==> config.mk <==
export PLATFORM = sky130hd
export DESIGN_NAME = aabb_fifo
export DESIGN_NICKNAME = d
export VERILOG_FILES = /design/src/rtl/aabb_pkg.sv /design/src/rtl/aabb_fifo.sv
export SDC_FILE = /design/constraint.sdc
export NUM_CORES = 1
export LEC_CHECK = 0
export BUFFER_PORTS_ARGS = -buffer_cell sky130_fd_sc_hd__buf_2
export CAP_MARGIN = 20
export CORE_MARGIN = 1.5
export CORE_UTILIZATION = 57
export CTS_CLUSTER_DIAMETER = 30
export DETAILED_ROUTE_END_ITERATION = 16
export PLACE_DENSITY_LB_ADDON = 0.12
export SETUP_SLACK_MARGIN = 0.5
export SLEW_MARGIN = 20
export SYNTH_ARGS = -nofsm -noshare
export SYNTH_HDL_FRONTEND = slang
export SYNTH_SLANG_ARGS = --single-unit
==> constraint.sdc <==
create_clock -name clk -period 2.93 [get_ports clk]
set_input_delay 0.1465 -clock clk [delete_from_list [all_inputs] [get_ports clk]]
set_output_delay 0.1465 -clock clk [all_outputs]
set_load 0.01 [all_outputs]
==> src/rtl/aabb_pkg.sv <==
// ----------------------------------------------------------------------------
// AABB query package
// Shared widths, register indexes and transaction types for the 2D
// axis-aligned box query unit.
// ----------------------------------------------------------------------------
package aabb_pkg;

    localparam int COORD_BITS     = 24;
    localparam int HALF_BITS      = COORD_BITS - 1;
    localparam int GAP_BITS       = COORD_BITS + 1;
    localparam int TOL_BITS       = 16;
    localparam int CFG_DATA_BITS  = (COORD_BITS > TOL_BITS) ? COORD_BITS : TOL_BITS;
    localparam int CFG_INDEX_BITS = 3;
    // Signed working width of the classifier; holds every sum and difference.
    localparam int EXT_BITS       = CFG_DATA_BITS + 3;

    localparam logic [CFG_INDEX_BITS-1:0] CFG_BOX_CENTER_X    = 3'd0;
    localparam logic [CFG_INDEX_BITS-1:0] CFG_BOX_CENTER_Y    = 3'd1;
    localparam logic [CFG_INDEX_BITS-1:0] CFG_BOX_HALF_LENGTH = 3'd2;
    localparam logic [CFG_INDEX_BITS-1:0] CFG_BOX_HALF_WIDTH  = 3'd3;
    localparam logic [CFG_INDEX_BITS-1:0] CFG_TOLERANCE       = 3'd4;

    localparam logic [TOL_BITS-1:0] TOL_RESET = 16'd1;

    typedef struct packed {
        logic signed [COORD_BITS-1:0] query_x;
        logic signed [COORD_BITS-1:0] query_y;
        logic        [HALF_BITS-1:0]  query_half_length;
        logic        [HALF_BITS-1:0]  query_half_width;
    } query_t;

    typedef struct packed {
        logic                center_inside;
        logic                center_on_edge;
        logic [GAP_BITS-1:0] gap_distance;
        logic                overlap;
    } result_t;

    typedef struct packed {
        logic signed [COORD_BITS-1:0] box_center_x;
        logic signed [COORD_BITS-1:0] box_center_y;
        logic        [HALF_BITS-1:0]  box_half_length;
        logic        [HALF_BITS-1:0]  box_half_width;
        logic        [TOL_BITS-1:0]   tolerance;
    } box_cfg_t;

    // Classified query handed from the front end to the distance back end.
    typedef struct packed {
        logic                  hyp;
        logic [GAP_BITS-1:0]   gap_direct;
        logic [COORD_BITS-1:0] gap_a;
        logic [COORD_BITS-1:0] gap_b;
        logic                  center_inside;
        logic                  center_on_edge;
    } front_item_t;

endpackage

==> src/rtl/aabb_fifo.sv <==
// ----------------------------------------------------------------------------
// AABB queue
// Small register queue that decouples the front end from the back end.
// ----------------------------------------------------------------------------
module aabb_fifo #(
    parameter int DEPTH = 4
) (
    input  logic                  clk,
    input  logic                  rst_n,
    input  logic                  push_valid,
    output logic                  push_ready,
    input  aabb_pkg::front_item_t push_item,
    output logic                  pop_valid,
    input  logic                  pop_ready,
    output aabb_pkg::front_item_t pop_item
);
    import aabb_pkg::*;

    localparam int IDX_BITS = (DEPTH > 1) ? $clog2(DEPTH) : 1;
    localparam int CNT_BITS = $clog2(DEPTH + 1);
    localparam logic [IDX_BITS-1:0] LAST_IDX = IDX_BITS'(DEPTH - 1);
    localparam logic [CNT_BITS-1:0] FULL_CNT = CNT_BITS'(DEPTH);

    front_item_t           entry_reg [0:DEPTH-1];
    logic [IDX_BITS-1:0]   wr_ptr_reg, rd_ptr_reg;
    logic [CNT_BITS-1:0]   count_reg;
    logic                  push, pop;

    assign push_ready = count_reg != FULL_CNT;
    assign pop_valid  = count_reg != '0;
    assign pop_item   = entry_reg[rd_ptr_reg];
    assign push       = push_valid && push_ready;
    assign pop        = pop_valid && pop_ready;

    always_ff @(posedge clk or negedge rst_n)
    begin
        if (!rst_n)
        begin
            wr_ptr_reg <= '0;
            rd_ptr_reg <= '0;
            count_reg  <= '0;
        end
        else
        begin
            if (push)
            begin
                wr_ptr_reg <= (wr_ptr_reg == LAST_IDX) ? '0 : wr_ptr_reg + 1'b1;
            end
            if (pop)
            begin
                rd_ptr_reg <= (rd_ptr_reg == LAST_IDX) ? '0 : rd_ptr_reg + 1'b1;
            end
            if (push && !pop)
            begin
                count_reg <= count_reg + 1'b1;
            end
            else if (pop && !push)
            begin
                count_reg <= count_reg - 1'b1;
            end
        end
    end

    always_ff @(posedge clk)
    begin
        if (push)
        begin
            entry_reg[wr_ptr_reg] <= push_item;
        end
    end

endmodule

==> summary.txt <==
Timing
  • RSZ-0062 raised after global routing: false
  • Clock Skew: 0.0128 ns
  • Final Slew Violations: 0
  • Worst-margin pin slew: 0.589 ns
  • Final setup viols: 0
  • Final Critical Period: 2.24 ns
  • Fmax: 447 MHz
  • Crit share post-route: 76.3%
  • Final hold vios: 0
  • Max_slew headroom: 60.7%
  • Fin Setup TNS: 0 ns

Run status
  • Run status: finished, final reports clean

GRT
  • First-pass GRT wire length: 32.6 mm
  • Largest net degree at the start of global routing: 44
  • Vias in the first global route: 5978
  • Total global-route track usage: 21.5%
  • Initial antenna violation count: 0
  • Gr ovfl total: 0

Floorplan
  • Die width: 144 um
  • Boundary Pins: 158
  • # rows: 51
  • Starting Density: 58.3%
  • Die area: 0.0208 mm2
  • CORE AREA: 0.0195 mm2
  • Die Span Y: 144 um

Worst setup path
  • R2r setup slk: 0.74 ns
  • Required @ worst endpoint: 2.78 ns
  • Reg2reg path depth: 8
  • Arrival time at the worst endpoint: 2.09 ns
  • R2R Path End: count_reg[2]
  • RR Startpoint: count_reg[1]
  • WS Path Type: flip-flop to output port
  • CP Capture Type: output port
  • Worst Path Buf+Inv: 2
  • Slowest Stage Delay on Critical Path: 0.55 ns
  • Maximum fanout along the worst path: 12
  • CP Cell Sequence: buf_4 > mux4_2 > buf_2
  • CP Launch Type: flip-flop
  • Worst path top cell family by delay: multiplexers
  • Critical-path top delay cell: mux4_2

Flow run
  • Max-Cap Viols: 0

Clock network
  • TritonCTS clock tree: built
  • CTS root buffer: clkbuf_16
  • H-tree depth: 2
  • CTS sink cnt: 311
  • TritonCTS buffer count: 49
  • Worst-path clk slew: 0.05 ns
  • Clock buffer depth: 3
  • Worst-skew pair later-pin latency: 0.53 ns

Power and ir drop
  • Maximum vdd drop: 0.000953 V
  • Pwr dens: 1080 mW/mm2
  • Power consumption: 0.0165 W
  • P_leak: 5.40 nW

Detailed routing
  • Pre-Repair DR Iteration Count: 4
  • Remaining DRCs: 0
  • Vias per cell: 5.44
  • Total vias in the final route: 5574
  • Post-route ant nets: 0
  • 1st-iter DRT viols: 280
  • Final WL: 21.9 mm
  • WL/cell: 21.3 um

Min path
  • Hold Crit Start: pop_ready
  • Hold/Removal Path Class: primary input to flip-flop
  • Hold Path Sink: rd_ptr_reg[1]
  • Hold depth: 3

Place
  • IO Port Bufs: 157
  • Hpwl dp: 11.9 mm
  • RePlAce Congestion: 0.752

Finish
  • Max reg flops: 304
  • Area grow syn2layout: 33.6%
  • Nets: 808
  • Layout cells sized above 1: 44.9%
  • Ant. Diodes: 0

Logic synthesis
  • Distinct cells, synth: 19
  • Post-synthesis sequential area ratio: 81.7%
  • Register bit total from synthesis: 311
  • Cell area after synthesis: 0.0114 mm2
  • Mapped Cells: 434
  • Synth warnings: 0
  • Synthesized area per cell: 26.2 um2
  • Syn nets: 521
==> cells by family after synthesis <==
group         after synthesis  share of synthesized area [%]
flops                     311                           81.7
mux                        81                           15.6
buf+inv                    21                           1.00
simple gates               11                          0.637
fa+ha+maj                   7                          0.835
xor+xnor                    3                          0.231
==> worst register-to-register path: stages, from the launching register on <==
cell and delay (ns):
dfrtp_1 0.41, or3_2 0.50, nand2_1 0.14, ha_1 0.20, inv_1 0.06, fa_1 0.37
xor2_1 0.17, nor2_1 0.11, xor2_1 0.15
==> cell usage in the layout (no fill, tap or decap), types with 3 or more instances in the layout <==
| cell | netlist | final |
|---|---|---|
| nor2_1 | 3 | 3 |
| clkinv_1 | 0 | 5 |
| buf_12 | 0 | 8 |
| mux4_2 | 76 | 76 |
| clkbuf_1 | 5 | 10 |
| clkinv_2 | 0 | 5 |
| and3_4 | 0 | 4 |
| clkbuf_16 | 0 | 49 |
| buf_4 | 0 | 11 |
| bufinv_16 | 0 | 12 |
| ha_1 | 6 | 6 |
| mux2_2 | 3 | 3 |
| dfrtp_1 | 7 | 5 |
| edfxtp_1 | 304 | 304 |
| dlygate4sd3_1 | 0 | 78 |
| inv_6 | 0 | 4 |
| inv_1 | 3 | 3 |
| buf_2 | 10 | 157 |
==> Yosys cell counts <==
library cell	number	area, um2
mux4_2	76	1710
xnor2_1	1	8.76
buf_6	3	33.8
nand2_1	1	3.75
nor2_1	3	11.3
or3_2	1	7.51
inv_1	3	11.3
or3b_4	1	11.3
mux2_4	2	30.0
edfxtp_1	304	9130
ha_1	6	75.1
fa_1	1	20.0
mux2_2	3	33.8
clkbuf_1	5	18.8
and3_2	4	30.0
xor2_1	2	17.5
buf_2	10	50.1
and2_4	1	8.76
dfrtp_1	7	175
==> final cells by class <==
class / count / area, um2
repair buffers: 254 / 1810
clock buffers: 59 / 1260
flip-flops and latches: 311 / 9310
well taps: 265 / 332
clock inverters: 31 / 497
multi-input cells: 102 / 1980
fillers: 1056 / 4320
inverters: 3 / 11.3
==> metrics by stage <==
step                instances  area (um2)  utilization, %  worst slack [ns]  hold WS (ns)
global placement          852       12600            64.6             0.800       -0.0176
finish                   1025       15200            77.9             0.693        0.0272
floorplan                 434       11400               -             0.806        -0.149
detailed placement        852       12600            64.6             0.701      -0.00766
global route             1025       15200            77.9             0.591        0.0510
CTS                      1024       15200            77.8             0.529        0.0126
==> worst max path at each step <==
stage | endpoint | slack (ns) | start | depth (start not counted)
2_1_floorplan | count_reg[2] | 0.81 | count_reg[1] | 8
3_3_place_gp | count_reg[2] | 0.80 | count_reg[1] | 8
3_5_place_dp | count_reg[2] | 0.70 | count_reg[1] | 8
4_1_cts | pop_item[75] | 0.53 | rd_ptr_reg[1] | 3
5_1_grt | pop_item[15] | 0.59 | rd_ptr_reg[0] | 3
6_report | pop_item[2] | 0.69 | rd_ptr_reg[0] | 3
==> power breakdown <==
part           internal (W)  switching (W)  leakage, nW
clock network       0.00414        0.00191        0.853
registers           0.00589       0.000316         2.86
logic               0.00205        0.00216         1.69
total                0.0121        0.00439         5.40
==> layer usage <==
metal	routed length, um	GRT usage (%)	share of wire (%)
met2	11200	36.1	51
met5	0	0	0
met1	8750	27.8	40
met4	402	7.60	1.8
met3	1530	5.50	7.0
==> what timing repair did <==
action | in CTS | in global routing
hold endpoints to repair | 311 | 0
setup endpoints to repair | 50 | 20
hold buffers | 78 | 0
pin swaps | 0 | 0
buffers inserted | 4 | 1
resized for setup | 0 | 0
No activity file was read; power rests on OpenSTA's default activity.
