**src/rtl/aabb_pkg.sv**
```systemverilog
// ----------------------------------------------------------------------------
// AABB query package
// Shared widths, register indexes and transaction types for the 2D
// axis-aligned box query unit.
// ----------------------------------------------------------------------------
package aabb_pkg;

    localparam int COORD_BITS     = 24;
    localparam int HALF_BITS      = COORD_BITS - 1;
    localparam int GAP_BITS       = COORD_BITS + 1;
    localparam int TOL_BITS       = 16;
    localparam int CFG_DATA_BITS  = (COORD_BITS > TOL_BITS) ? COORD_BITS : TOL_BITS;
    localparam int CFG_INDEX_BITS = 3;
    // Signed working width of the classifier; holds every sum and difference.
    localparam int EXT_BITS       = CFG_DATA_BITS + 3;

    localparam logic [CFG_INDEX_BITS-1:0] CFG_BOX_CENTER_X    = 3'd0;
    localparam logic [CFG_INDEX_BITS-1:0] CFG_BOX_CENTER_Y    = 3'd1;
    localparam logic [CFG_INDEX_BITS-1:0] CFG_BOX_HALF_LENGTH = 3'd2;
    localparam logic [CFG_INDEX_BITS-1:0] CFG_BOX_HALF_WIDTH  = 3'd3;
    localparam logic [CFG_INDEX_BITS-1:0] CFG_TOLERANCE       = 3'd4;

    localparam logic [TOL_BITS-1:0] TOL_RESET = 16'd1;

    typedef struct packed {
        logic signed [COORD_BITS-1:0] query_x;
        logic signed [COORD_BITS-1:0] query_y;
        logic        [HALF_BITS-1:0]  query_half_length;
        logic        [HALF_BITS-1:0]  query_half_width;
    } query_t;

    typedef struct packed {
        logic                center_inside;
        logic                center_on_edge;
        logic [GAP_BITS-1:0] gap_distance;
        logic                overlap;
    } result_t;

    typedef struct packed {
        logic signed [COORD_BITS-1:0] box_center_x;
        logic signed [COORD_BITS-1:0] box_center_y;
        logic        [HALF_BITS-1:0]  box_half_length;
        logic        [HALF_BITS-1:0]  box_half_width;
        logic        [TOL_BITS-1:0]   tolerance;
    } box_cfg_t;

    // Classified query handed from the front end to the distance back end.
    typedef struct packed {
        logic                  hyp;
        logic [GAP_BITS-1:0]   gap_direct;
        logic [COORD_BITS-1:0] gap_a;
        logic [COORD_BITS-1:0] gap_b;
        logic                  center_inside;
        logic                  center_on_edge;
    } front_item_t;

endpackage

```
**src/rtl/aabb_front.sv**
```systemverilog
// ----------------------------------------------------------------------------
// AABB front end
// Accepts query transactions, computes the center tests and the per-axis
// gaps, and decides whether the gap needs a square root.
// ----------------------------------------------------------------------------
module aabb_front (
    input  logic                   clk,
    input  logic                   rst_n,
    input  logic                   in_valid,
    output logic                   in_ready,
    input  aabb_pkg::query_t       in_data,
    input  aabb_pkg::box_cfg_t     box,
    output logic                   push_valid,
    input  logic                   push_ready,
    output aabb_pkg::front_item_t  push_item
);
    import aabb_pkg::*;

    logic                       front_valid_reg;
    front_item_t                front_item_reg;
    front_item_t                item_next;

    logic signed [EXT_BITS-1:0] dx_diff, dy_diff, dx_abs, dy_abs;
    logic signed [EXT_BITS-1:0] hl_e, hw_e, qhl_e, qhw_e, tol_e;
    logic signed [EXT_BITS-1:0] ex, ey, ex_abs, ey_abs;
    logic signed [EXT_BITS-1:0] gx, gy, direct;
    logic                       x_near, y_near;

    always_comb
    begin
        dx_diff = EXT_BITS'(box.box_center_x) - EXT_BITS'(in_data.query_x);
        dy_diff = EXT_BITS'(box.box_center_y) - EXT_BITS'(in_data.query_y);
        dx_abs  = (dx_diff < 0) ? -dx_diff : dx_diff;
        dy_abs  = (dy_diff < 0) ? -dy_diff : dy_diff;

        hl_e    = signed'(EXT_BITS'(box.box_half_length));
        hw_e    = signed'(EXT_BITS'(box.box_half_width));
        qhl_e   = signed'(EXT_BITS'(in_data.query_half_length));
        qhw_e   = signed'(EXT_BITS'(in_data.query_half_width));
        tol_e   = signed'(EXT_BITS'(box.tolerance));

        x_near  = dx_abs < hl_e + tol_e;
        y_near  = dy_abs < hw_e + tol_e;
        ex      = dx_abs - hl_e;
        ey      = dy_abs - hw_e;
        ex_abs  = (ex < 0) ? -ex : ex;
        ey_abs  = (ey < 0) ? -ey : ey;

        gx      = dx_abs - hl_e - qhl_e;
        gy      = dy_abs - hw_e - qhw_e;

        // A gap on only one axis is the answer as it stands.
        if (gx <= 0)
        begin
            direct = (gy > 0) ? gy : '0;
        end
        else
        begin
            direct = gx;
        end

        item_next.hyp            = (gx > 0) && (gy > 0);
        item_next.gap_direct     = direct[GAP_BITS-1:0];
        item_next.gap_a          = gx[COORD_BITS-1:0];
        item_next.gap_b          = gy[COORD_BITS-1:0];
        item_next.center_inside  = x_near && y_near;
        item_next.center_on_edge = ((ex_abs < tol_e) && y_near) ||
                                   (x_near && (ey_abs < tol_e));
    end

    assign in_ready   = !front_valid_reg || push_ready;
    assign push_valid = front_valid_reg;
    assign push_item  = front_item_reg;

    always_ff @(posedge clk or negedge rst_n)
    begin
        if (!rst_n)
        begin
            front_valid_reg <= 1'b0;
        end
        else if (in_ready)
        begin
            front_valid_reg <= in_valid;
        end
    end

    always_ff @(posedge clk)
    begin
        if (in_valid && in_ready)
        begin
            front_item_reg <= item_next;
        end
    end

endmodule

```
**config.mk**
```make
export PLATFORM = sky130hd
export DESIGN_NAME = aabb_front
export DESIGN_NICKNAME = d
export VERILOG_FILES = /design/src/rtl/aabb_pkg.sv /design/src/rtl/aabb_front.sv
export SDC_FILE = /design/constraint.sdc
export NUM_CORES = 1
export LEC_CHECK = 0
export BUFFER_PORTS_ARGS = -buffer_cell sky130_fd_sc_hd__buf_2
export CAP_MARGIN = 20
export CORE_MARGIN = 4
export CORE_UTILIZATION = 40
export CTS_BUF_LIST = sky130_fd_sc_hd__clkbuf_2 sky130_fd_sc_hd__clkbuf_4 sky130_fd_sc_hd__clkbuf_8
export DETAILED_ROUTE_END_ITERATION = 8
export HOLD_SLACK_MARGIN = 0.08
export PLACE_DENSITY = 0.62
export SETUP_SLACK_MARGIN = 0.5
export SKIP_CTS_REPAIR_TIMING = 1
export SYNTH_ARGS = -nofsm -noshare
export SYNTH_HDL_FRONTEND = slang
export SYNTH_SLANG_ARGS = --single-unit
```
**constraint.sdc**
```tcl
create_clock -name clk -period 3.2 [get_ports clk]
set_input_delay 0 -clock clk [delete_from_list [all_inputs] [get_ports clk]]
set_output_delay 0 -clock clk [all_outputs]
set_load 0.01 [all_outputs]
```
==> impl_metrics.csv <==
group,metric,value,unit
sta,drv_slew,0,
job,maxCapViolCount,0,
cts,cts_tree,"done",
critical_path,max_stage_delay,0.37,ns
detailed_routing,ant_nets,0,
floorplanning,die_h,212,um
critical_path,cpMostUsedCell,"o21a_1",
sta,worst_pin_slew,0.991,ns
cells_and_area,layout-drive-gt1-share,47.4,%
synth,syn_nets,2627,
detailed_routing,totalWireLength,66100,um
global_route,antenna_found_initial,14,
sta,clock_skew,0.00938,ns
cts,insertion_delay,0.37,ns
critical_path,worstPathArrival,6.98,ns
detailed_routing,dr.pass1.iters,7,
floorplanning,core-area,0.0410,mm^2
synth,async_reset_ff_share,1.30,%
critical_path,crit_type,"in2reg",
power_and_ir_drop,p_leak,14.0,nW
sta,relSlewSlack,33.9,%
sta,holdWs,0.197,ns
status,violations,"setup timing",
cells_and_area,fin_util,68.9,%
critical_path,r2r_slack,1.45,ns
floorplanning,start_util,40.7,%
sta,finalCriticalPeriod,6.74,ns
floorplanning,num_rows,74,
critical_path,cp-start-kind,"input pin",
power_and_ir_drop,finalPower,28.0,mW
synth,yosysUniqueCellTypes,103,
critical_path,crit_path_end_kind,"flop",
cts,cts_buffer_depth,2,
synth,synth_edf_count,76,
cells_and_area,synthToLayoutAreaGrowth,69.3,%
critical_path,cp_data_required_time,3.45,ns
global_route,grt_pass1_vias,19800,
synth,synth-seq-cells,77,
synth,synth_warnings,0,
cts,cts_sinks,77,
detailed_routing,drc,0,
place,dp_slack,-3.93,ns
min_path,holdCritPathClass,"in2reg",
global_route,grt_first_pass_wirelength,97400,um
power_and_ir_drop,cellPowerDensity,990,mW/mm^2
sta,rsz0062_at_grt,"yes",
cts,cts.clk_slew.worst_paths,0.09,ns
global_route,grt_use_total,26.2,%
synth,seq_area_frac_synth,13.8,%
global_route,grt_start_max_net_pins,77,
floorplanning,chipWidth,212,um
cts,cts-root-buf,"clkbuf_8",
status,status,"complete, but fails checks",
power_and_ir_drop,ir_drop,726,uV
place,portBuffers,285,
detailed_routing,vias,20600,
synth,syn_area,0.0167,mm^2
detailed_routing,drt-initial-drc-count,1062,
floorplanning,io_pins,286,
sta,hold_viol,0,
cts,cts_max_level,3,
floorplanning,die-area,0.0451,mm^2
cts,cts-buffers-inserted,9,
place,dp_hpwl,55200,um
synth,ys.flop_type,"edfxtp_1",
synth,syn_inst,2159,
global_route,grt-ovfl-total,0,
detailed_routing,wl_per_cell,17.0,um
sta,finalSetupViolations,73,
detailed_routing,routed_via_density,5.31,
critical_path,cp_max_fo,6,
sta,fin_crit_sh,211,%
sta,setup_slack,-3.54,ns
sta,max_freq,0.148,GHz
synth,avgSynthCellArea,7.74,um^2
critical_path,crit_slowest_cell,"fa_2",
place,gp_congestion,0.999,
cells_and_area,fin_nets,3804,
## cells by family after synthesis
| family | synth area share (%) |
|---|---|
| simple gates | 20.2 |
| compound gates | 26.2 |
| buf+inv | 6.88 |
| fa+ha+maj | 19.8 |
| xor+xnor | 11.0 |
| flops | 13.8 |
| mux | 2.02 |
## synthesized netlist by cell type (all sizes together) (6+ instances only)
library cell / n / area share [%]
nor3: 51 / 1.6
or4b: 6 / 0.38
a31oi: 23 / 0.86
a311oi: 9 / 0.58
xnor2: 151 / 8.1
or4: 10 / 0.47
nand2b: 26 / 0.97
clkbuf: 35 / 0.79
and2: 18 / 0.67
o22ai: 7 / 0.30
nand3b: 8 / 0.36
o21ai: 114 / 3.4
o41ai: 8 / 0.42
or3: 23 / 0.86
a21oi: 163 / 5.0
nor2b: 35 / 1.3
buf: 12 / 0.61
inv: 244 / 5.5
a21o: 72 / 3.2
and3: 27 / 1.0
o31ai: 12 / 0.62
nor2: 148 / 3.3
o21a: 48 / 2.2
mux2i: 28 / 1.7
nand3: 67 / 2.0
nor4b: 8 / 0.46
edfxtp: 76 / 14
o31a: 11 / 0.58
nand2: 137 / 3.1
xor2: 57 / 3.0
nor4: 22 / 0.91
o211ai: 19 / 0.88
a2111oi: 7 / 0.37
a221oi: 6 / 0.35
o21bai: 26 / 1.2
a211o: 7 / 0.37
fa: 8 / 0.96
nand4: 25 / 0.94
a21boi: 13 / 0.61
o311ai: 10 / 0.52
ha: 252 / 19
a211oi: 26 / 1.3
or2: 12 / 0.45
a41oi: 6 / 0.31
nor3b: 8 / 0.39
## worst paths after layout
check,start,endpoint,cells after the start
setup / recovery,box[62],push_item[0],42
hold / removal,in_data[0],push_item[2],4
setup reg to reg,push_valid,push_item[3],2
hold reg to reg,push_valid,push_valid,3
max in group asynchronous,rst_n,push_valid,3
min in group asynchronous,rst_n,push_valid,3
## flip-flops by register name (all words and copies together), names as in the netlist
| register | flops |
|---|---|
| push_valid | 1 |
| push_item | 76 |
## final cells by class
cell class,instances,area (um^2)
timing repair buffer,1213,8680
multi-input combinational,1791,15500
sequential,77,2310
antenna,5,12.5
fill,3290,12700
tap,532,666
inverter,244,938
clock buffer,9,124
clock inverter,7,75.1
## per-stage QoR
step                      setup TNS (ns)  cells  area, um^2
after floorplan                  -155.29   2159       17600
after global placement           -190.56   3802       26100
after detailed placement         -197.93   3802       26100
after CTS                        -169.11   3818       26300
after global routing             -181.60   3876       28300
final                            -167.12   3878       28300
## cell usage in the layout (no fill, tap or decap), types with 18 or more instances in the layout
master    count
o21ai_1      24
ha_4         36
nand4_1      25
xnor2_1     105
nor2b_1      27
ha_1        210
inv_1       228
nand2_1     127
o21ai_0      71
and3_1       25
a31oi_1      20
nand3_1      62
o211ai_1     18
edfxtp_1     76
buf_2       282
mux2i_1      25
xnor2_2      42
nor2_1      131
nand2b_1     22
nor3_1       42
buf_6        24
o21bai_1     24
a21oi_1     117
a21oi_2      39
o21a_1       45
buf_4       888
xor2_1       50
a21o_1       72
## per-layer routing
| metal | GRT usage, % | vias up | part of all wire (%) |
|---|---|---|---|
| met2 | 45.6 | 582 | 48 |
| met3 | 2.85 | 155 | 4.5 |
| met4 | 9.24 | 16 | 4.2 |
| met5 | 0 | - | 0.14 |
| met1 | 33.7 | 9560 | 43 |
| li1 | - | 10300 | - |
## where the power goes
| part | internal, mW | switching [mW] | total, mW |
|---|---|---|---|
| logic | 12.9 | 12.1 | 25.0 |
| clock network | 0.364 | 0.387 | 0.751 |
| registers | 2.11 | 0.130 | 2.24 |
## critical path, delay by kind of cell
family	cells	cell delay [ns]
compound gates	23	3.97
simple gates	8	1.33
fa+ha+maj	4	0.97
buf+inv	6	0.62
xor+xnor	1	0.10
(Power assumes the default switching activity.)
