<file path="src/rtl/aabb_pkg.sv">
// ----------------------------------------------------------------------------
// AABB query package
// Shared widths, register indexes and transaction types for the 2D
// axis-aligned box query unit.
// ----------------------------------------------------------------------------
package aabb_pkg;

    localparam int COORD_BITS     = 24;
    localparam int HALF_BITS      = COORD_BITS - 1;
    localparam int GAP_BITS       = COORD_BITS + 1;
    localparam int TOL_BITS       = 16;
    localparam int CFG_DATA_BITS  = (COORD_BITS > TOL_BITS) ? COORD_BITS : TOL_BITS;
    localparam int CFG_INDEX_BITS = 3;
    // Signed working width of the classifier; holds every sum and difference.
    localparam int EXT_BITS       = CFG_DATA_BITS + 3;

    localparam logic [CFG_INDEX_BITS-1:0] CFG_BOX_CENTER_X    = 3'd0;
    localparam logic [CFG_INDEX_BITS-1:0] CFG_BOX_CENTER_Y    = 3'd1;
    localparam logic [CFG_INDEX_BITS-1:0] CFG_BOX_HALF_LENGTH = 3'd2;
    localparam logic [CFG_INDEX_BITS-1:0] CFG_BOX_HALF_WIDTH  = 3'd3;
    localparam logic [CFG_INDEX_BITS-1:0] CFG_TOLERANCE       = 3'd4;

    localparam logic [TOL_BITS-1:0] TOL_RESET = 16'd1;

    typedef struct packed {
        logic signed [COORD_BITS-1:0] query_x;
        logic signed [COORD_BITS-1:0] query_y;
        logic        [HALF_BITS-1:0]  query_half_length;
        logic        [HALF_BITS-1:0]  query_half_width;
    } query_t;

    typedef struct packed {
        logic                center_inside;
        logic                center_on_edge;
        logic [GAP_BITS-1:0] gap_distance;
        logic                overlap;
    } result_t;

    typedef struct packed {
        logic signed [COORD_BITS-1:0] box_center_x;
        logic signed [COORD_BITS-1:0] box_center_y;
        logic        [HALF_BITS-1:0]  box_half_length;
        logic        [HALF_BITS-1:0]  box_half_width;
        logic        [TOL_BITS-1:0]   tolerance;
    } box_cfg_t;

    // Classified query handed from the front end to the distance back end.
    typedef struct packed {
        logic                  hyp;
        logic [GAP_BITS-1:0]   gap_direct;
        logic [COORD_BITS-1:0] gap_a;
        logic [COORD_BITS-1:0] gap_b;
        logic                  center_inside;
        logic                  center_on_edge;
    } front_item_t;

endpackage

</file>
<file path="src/rtl/aabb_back.sv">
// ----------------------------------------------------------------------------
// AABB back end
// Squares the axis gaps, takes a pipelined floor square root one result
// bit per stage, and forms the final result transaction.
// ----------------------------------------------------------------------------
module aabb_back (
    input  logic                            clk,
    input  logic                            rst_n,
    input  logic                            pop_valid,
    output logic                            pop_ready,
    input  aabb_pkg::front_item_t           pop_item,
    input  logic [aabb_pkg::TOL_BITS-1:0]   tolerance,
    output logic                            out_valid,
    input  logic                            out_ready,
    output aabb_pkg::result_t               out_data
);
    import aabb_pkg::*;

    localparam int ROOT_BITS = GAP_BITS;
    localparam int RAD_BITS  = 2 * ROOT_BITS;
    localparam int REM_BITS  = ROOT_BITS + 2;
    localparam int CMP_BITS  = (GAP_BITS > TOL_BITS) ? GAP_BITS : TOL_BITS;

    typedef struct packed {
        logic                hyp;
        logic [GAP_BITS-1:0] gap_direct;
        logic                center_inside;
        logic                center_on_edge;
    } side_t;

    logic                    adv;

    // Square stage
    logic                    m_valid_reg;
    side_t                   m_side_reg;
    logic [2*COORD_BITS-1:0] m_sqa_reg, m_sqb_reg;

    // Sum stage, radicand for the root
    logic                    s0_valid_reg;
    side_t                   s0_side_reg;
    logic [RAD_BITS-1:0]     s0_rad_reg;

    // Root stages
    logic [ROOT_BITS:1]      sq_valid_reg;
    side_t                   side_reg  [1:ROOT_BITS];
    logic [RAD_BITS-1:0]     rad_reg   [1:ROOT_BITS];
    logic [RAD_BITS-1:0]     rad_next  [1:ROOT_BITS];
    logic [RAD_BITS-1:0]     prev_rad  [1:ROOT_BITS];
    logic [REM_BITS-1:0]     rem_reg   [1:ROOT_BITS];
    logic [REM_BITS-1:0]     rem_next  [1:ROOT_BITS];
    logic [REM_BITS-1:0]     prev_rem  [1:ROOT_BITS];
    logic [ROOT_BITS-1:0]    root_reg  [1:ROOT_BITS];
    logic [ROOT_BITS-1:0]    root_next [1:ROOT_BITS];
    logic [ROOT_BITS-1:0]    prev_root [1:ROOT_BITS];

    logic                    out_valid_reg;
    result_t                 out_data_reg;
    logic [GAP_BITS-1:0]     gap_sel;

    // The whole pipeline moves together whenever the output register frees up.
    assign adv       = !out_valid_reg || out_ready;
    assign pop_ready = adv;
    assign out_valid = out_valid_reg;
    assign out_data  = out_data_reg;

    for (genvar s = 1; s <= ROOT_BITS; s++)
    begin : g_root
        logic [REM_BITS-1:0] shifted;
        logic [REM_BITS-1:0] trial;
        logic                fits;

        if (s == 1)
        begin : g_first
            assign prev_rad[s]  = s0_rad_reg;
            assign prev_rem[s]  = '0;
            assign prev_root[s] = '0;
        end
        else
        begin : g_next
            assign prev_rad[s]  = rad_reg[s-1];
            assign prev_rem[s]  = rem_reg[s-1];
            assign prev_root[s] = root_reg[s-1];
        end

        assign shifted      = {prev_rem[s][REM_BITS-3:0], prev_rad[s][RAD_BITS-1 -: 2]};
        assign trial        = {prev_root[s], 2'b01};
        assign fits         = shifted >= trial;
        assign rem_next[s]  = fits ? shifted - trial : shifted;
        assign root_next[s] = {prev_root[s][ROOT_BITS-2:0], fits};
        assign rad_next[s]  = {prev_rad[s][RAD_BITS-3:0], 2'b00};
    end

    assign gap_sel = side_reg[ROOT_BITS].hyp ? root_reg[ROOT_BITS]
                                             : side_reg[ROOT_BITS].gap_direct;

    always_ff @(posedge clk or negedge rst_n)
    begin
        if (!rst_n)
        begin
            m_valid_reg   <= 1'b0;
            s0_valid_reg  <= 1'b0;
            sq_valid_reg  <= '0;
            out_valid_reg <= 1'b0;
        end
        else if (adv)
        begin
            m_valid_reg   <= pop_valid;
            s0_valid_reg  <= m_valid_reg;
            sq_valid_reg  <= {sq_valid_reg[ROOT_BITS-1:1], s0_valid_reg};
            out_valid_reg <= sq_valid_reg[ROOT_BITS];
        end
    end

    always_ff @(posedge clk)
    begin
        if (adv)
        begin
            m_side_reg.hyp            <= pop_item.hyp;
            m_side_reg.gap_direct     <= pop_item.gap_direct;
            m_side_reg.center_inside  <= pop_item.center_inside;
            m_side_reg.center_on_edge <= pop_item.center_on_edge;
            m_sqa_reg                 <= pop_item.gap_a * pop_item.gap_a;
            m_sqb_reg                 <= pop_item.gap_b * pop_item.gap_b;

            s0_side_reg <= m_side_reg;
            s0_rad_reg  <= RAD_BITS'(m_sqa_reg) + RAD_BITS'(m_sqb_reg);

            side_reg[1] <= s0_side_reg;
            for (int i = 2; i <= ROOT_BITS; i++)
            begin
                side_reg[i] <= side_reg[i-1];
            end
            for (int i = 1; i <= ROOT_BITS; i++)
            begin
                rad_reg[i]  <= rad_next[i];
                rem_reg[i]  <= rem_next[i];
                root_reg[i] <= root_next[i];
            end

            out_data_reg.center_inside  <= side_reg[ROOT_BITS].center_inside;
            out_data_reg.center_on_edge <= side_reg[ROOT_BITS].center_on_edge;
            out_data_reg.gap_distance   <= gap_sel;
            out_data_reg.overlap        <= CMP_BITS'(gap_sel) < CMP_BITS'(tolerance);
        end
    end

endmodule

</file>
<file path="config.mk">
export PLATFORM = sky130hd
export DESIGN_NAME = aabb_back
export DESIGN_NICKNAME = d
export VERILOG_FILES = /design/src/rtl/aabb_pkg.sv /design/src/rtl/aabb_back.sv
export SDC_FILE = /design/constraint.sdc
export NUM_CORES = 2
export LEC_CHECK = 0
export BUFFER_PORTS_ARGS = -buffer_cell sky130_fd_sc_hd__buf_2
export CAP_MARGIN = 20
export CORE_ASPECT_RATIO = 1.2
export CORE_MARGIN = 1.5
export CORE_UTILIZATION = 60
export DETAILED_ROUTE_END_ITERATION = 7
export PLACE_DENSITY_LB_ADDON = 0.2
export SETUP_SLACK_MARGIN = 0.15
export SLEW_MARGIN = 20
export SYNTH_ARGS = -nofsm -noshare
export SYNTH_HDL_FRONTEND = slang
export SYNTH_SLANG_ARGS = --single-unit
export TNS_END_PERCENT = 1
</file>
<file path="constraint.sdc">
create_clock -name clk -period 224.8 [get_ports clk]
set_input_delay 11.24 -clock clk [delete_from_list [all_inputs] [get_ports clk]]
set_output_delay 11.24 -clock clk [all_outputs]
set_load 0.005 [all_outputs]
</file>
==> flow_metrics.py <==
metrics = {
    "global_routing": {
        "grt_pass1_vias": 78700,
        "grt_overflow_total": 0,
        "grt_pass1_wl_microns": 405000,
        "grt_max_degree": 191,
        "grt.total_usage": 0.227,
        "antenna_found_initial": 6,
    },
    "timing": {
        "slew_viol_final": 0,
        "worst_pin_slew_ns": 1.26,
        "tns_ns": 0,
        "period_needed_ns": 23.23,
        "rsz0062_at_grt": "no",
        "report.final.setup_viol": 0,
        "hold_viol_final": 0,
        "fmax_ghz": 0.0431,
        "fin_crit_sh": 0.103,
        "slew_headroom": 0.162,
        "fin_skew_ns": 0.104,
    },
    "route": {
        "viasPerCell": 5.52,
        "vias": 74500,
        "wl_per_cell_microns": 18.6,
        "drc": 0,
        "first_pass_iters": 8,
        "route.antenna.remaining_nets": 0,
        "drt-initial-drc-count": 4511,
        "wirelength_microns": 251000,
    },
    "clocking": {
        "clock_sinks": 2440,
        "clkSlewWorstSetupHoldPaths_ns": 0.07,
        "postCtsSetupRepairBufs": 0,
        "clockRootBuffer": "clkbuf_16",
        "post_cts_resized": 0,
        "cts_tree": "done",
        "cts_buffers": 231,
        "insertion_delay_ns": 0.90,
        "htreeDepth": 4,
        "cts_hold_buffers": 0,
        "cts_buffer_depth": 4,
    },
    "die": {
        "die_x_microns": 432,
        "coreArea_sq_um": 219000,
        "die_area_sq_um": 224000,
        "rows": 188,
        "io_pins": 126,
        "initial_core_util": 0.605,
        "die_h_microns": 518,
    },
    "finish": {
        "largest_reg_flops": 700,
        "fill_cells": 15900,
        "layout.nets": 12100,
        "final_cell_mix": "edfxtp_1 (2412), inv_1 (1653), fa_1 (847), ha_1 (762), nand2_1 (703)",
        "final_layout_size_suffix_gt1_frac": 0.0677,
        "area_growth_pct": 9.01,
        "final_common_cell": "edfxtp_1",
    },
    "worst_setup_path": {
        "crit_chain": "buf_2 -> nand2b_4 -> buf_2",
        "slowest_delay_ns": 0.44,
        "cp_common_cell": "buf_2",
        "crit_slowest_cell": "nand2b_4",
        "rr_startpoint": "out_valid$_DFFE_PN0P_",
        "cp-start-kind": "input pin",
        "cp_max_fo": 26,
        "critical_path_class": "in2out",
        "cp.arrival_ns": 11.99,
        "worstPathRequired_ns": 213.56,
        "crit_start": "out_ready",
        "cp-end-kind": "output pin",
    },
    "placed_design": {
        "gp_congestion": 0.911,
        "dp.final_hpwl_microns": 182000,
        "io_buffers": 125,
    },
    "yosys": {
        "syn_area_per_cell_sq_um": 13.0,
        "ys_types": 88,
        "syn-num-nets": 11900,
        "synth_area_sq_um": 133000,
        "synth_seq_cells": 2440,
        "synth_edf_count": 2412,
        "ys_seq_area_frac": 0.551,
        "syn_inst": 10200,
        "synth-main-ff-cell": "edfxtp_1",
        "async_flop_share": 0.0115,
        "ys_warn_count": 0,
    },
    "min_path": {
        "hold_path_class": "reg2reg",
        "worstHoldStart": "rad_reg[0][466]$_DFFE_PP_",
    },
    "outcome": {
        "outcome": "complete, no violations",
    },
    "job": {
        "max_cap_viol_count": 0,
    },
}
[kinds of logic (layout without fill, tap and decap cells)]
logic type      after synthesis  after routing  synth area share
other cells                   1             12         0.0000283
compound gates             1434           1434            0.0681
flops                      2440           2440             0.551
xor+xnor                    578            578            0.0382
buf+inv                    1865           2251            0.0529
mux                         139            139            0.0116
simple gates               2100           2100            0.0780
fa+ha+maj                  1609           1609             0.200
[synth_stat cells (11+ instances only)]
master / count / area share
xor2_1: 248 / 0.016
or3_1: 58 / 0.0027
a21oi_1: 432 / 0.016
nand4b_1: 12 / 0.00079
clkbuf_1: 200 / 0.0057
nand2_1: 703 / 0.020
o2111ai_1: 11 / 0.00073
o22ai_1: 12 / 0.00057
fa_1: 847 / 0.13
nor3_1: 146 / 0.0055
edfxtp_1: 2412 / 0.55
mux2i_1: 23 / 0.0017
a21boi_0: 24 / 0.0014
nand4_1: 60 / 0.0028
o31ai_1: 38 / 0.0022
a221o_1: 11 / 0.00083
o31a_1: 11 / 0.00073
o21a_1: 98 / 0.0055
and2_1: 255 / 0.012
nand3b_1: 16 / 0.00091
o211ai_1: 26 / 0.0015
or4_1: 26 / 0.0015
a211oi_1: 46 / 0.0026
and4_1: 16 / 0.0011
o21bai_1: 43 / 0.0024
dfrtp_1: 28 / 0.0053
nor2b_1: 75 / 0.0035
nor4_1: 60 / 0.0028
nor2_1: 382 / 0.011
a31oi_1: 42 / 0.0020
o41ai_1: 14 / 0.00092
ha_1: 762 / 0.072
nand2b_1: 74 / 0.0035
o21ai_0: 332 / 0.013
a21o_1: 185 / 0.010
and3_1: 48 / 0.0023
a2111oi_0: 18 / 0.0012
xnor2_1: 329 / 0.022
mux2_2: 115 / 0.0098
or2_2: 30 / 0.0014
nand3_1: 104 / 0.0039
inv_1: 1653 / 0.047
[routing by layer]
layer  GRT usage  wire (microns)
met2       0.416          134000
met1       0.263           95000
met5           0               0
met3      0.0256            8860
met4       0.112           12900
[critical path, delay by kind of cell]
kind | cells | cell delay [ns]
simple gates | 1 | 0.44
buf+inv | 2 | 0.29
[cell type report]
class | instances | area (sq um) | share of cell area
antenna | 11 | 27.5 | 0.000190
sequential | 2440 | 73100 | 0.506
tap | 2945 | 3680 | 0.0255
inverter | 1656 | 6220 | 0.0430
timing repair buffer | 173 | 1050 | 0.00724
clock buffer | 261 | 5940 | 0.0411
clock inverter | 161 | 1950 | 0.0135
multi-input combinational | 5861 | 52600 | 0.364
[through the flow]
step / hold WS, ns / worst slack, ns / instances / utilization / instance area (sq um)
after global placement: 0.400 / 201.53 / 13100 / 0.623 / 137000
final: 0.337 / 201.57 / 13500 / 0.660 / 145000
after detailed placement: 0.405 / 201.54 / 13100 / 0.623 / 137000
after floorplan: 0.400 / 136.87 / 10200 / - / 133000
after CTS: 0.336 / 201.53 / 13500 / 0.659 / 144000
after global routing: 0.345 / 201.54 / 13500 / 0.659 / 145000
[final timing paths]
path	endpoint	slack, ns	depth (start not counted)
setup / recovery	pop_ready	201.57	3
hold / removal	rad_reg[0][516]$_DFFE_PP_	0.34	0
setup reg to reg	root_reg[0][526]$_DFFE_PP_	219.35	6
hold reg to reg	rad_reg[0][516]$_DFFE_PP_	0.34	0
max in group asynchronous	sq_valid_reg[16]$_DFFE_PN0P_	214.08	1
min in group asynchronous	s0_valid_reg$_DFFE_PN0P_	10.33	1
Power is not shown: default switching activity piles up to over one toggle a cycle in this logic, so the estimate is an artifact.
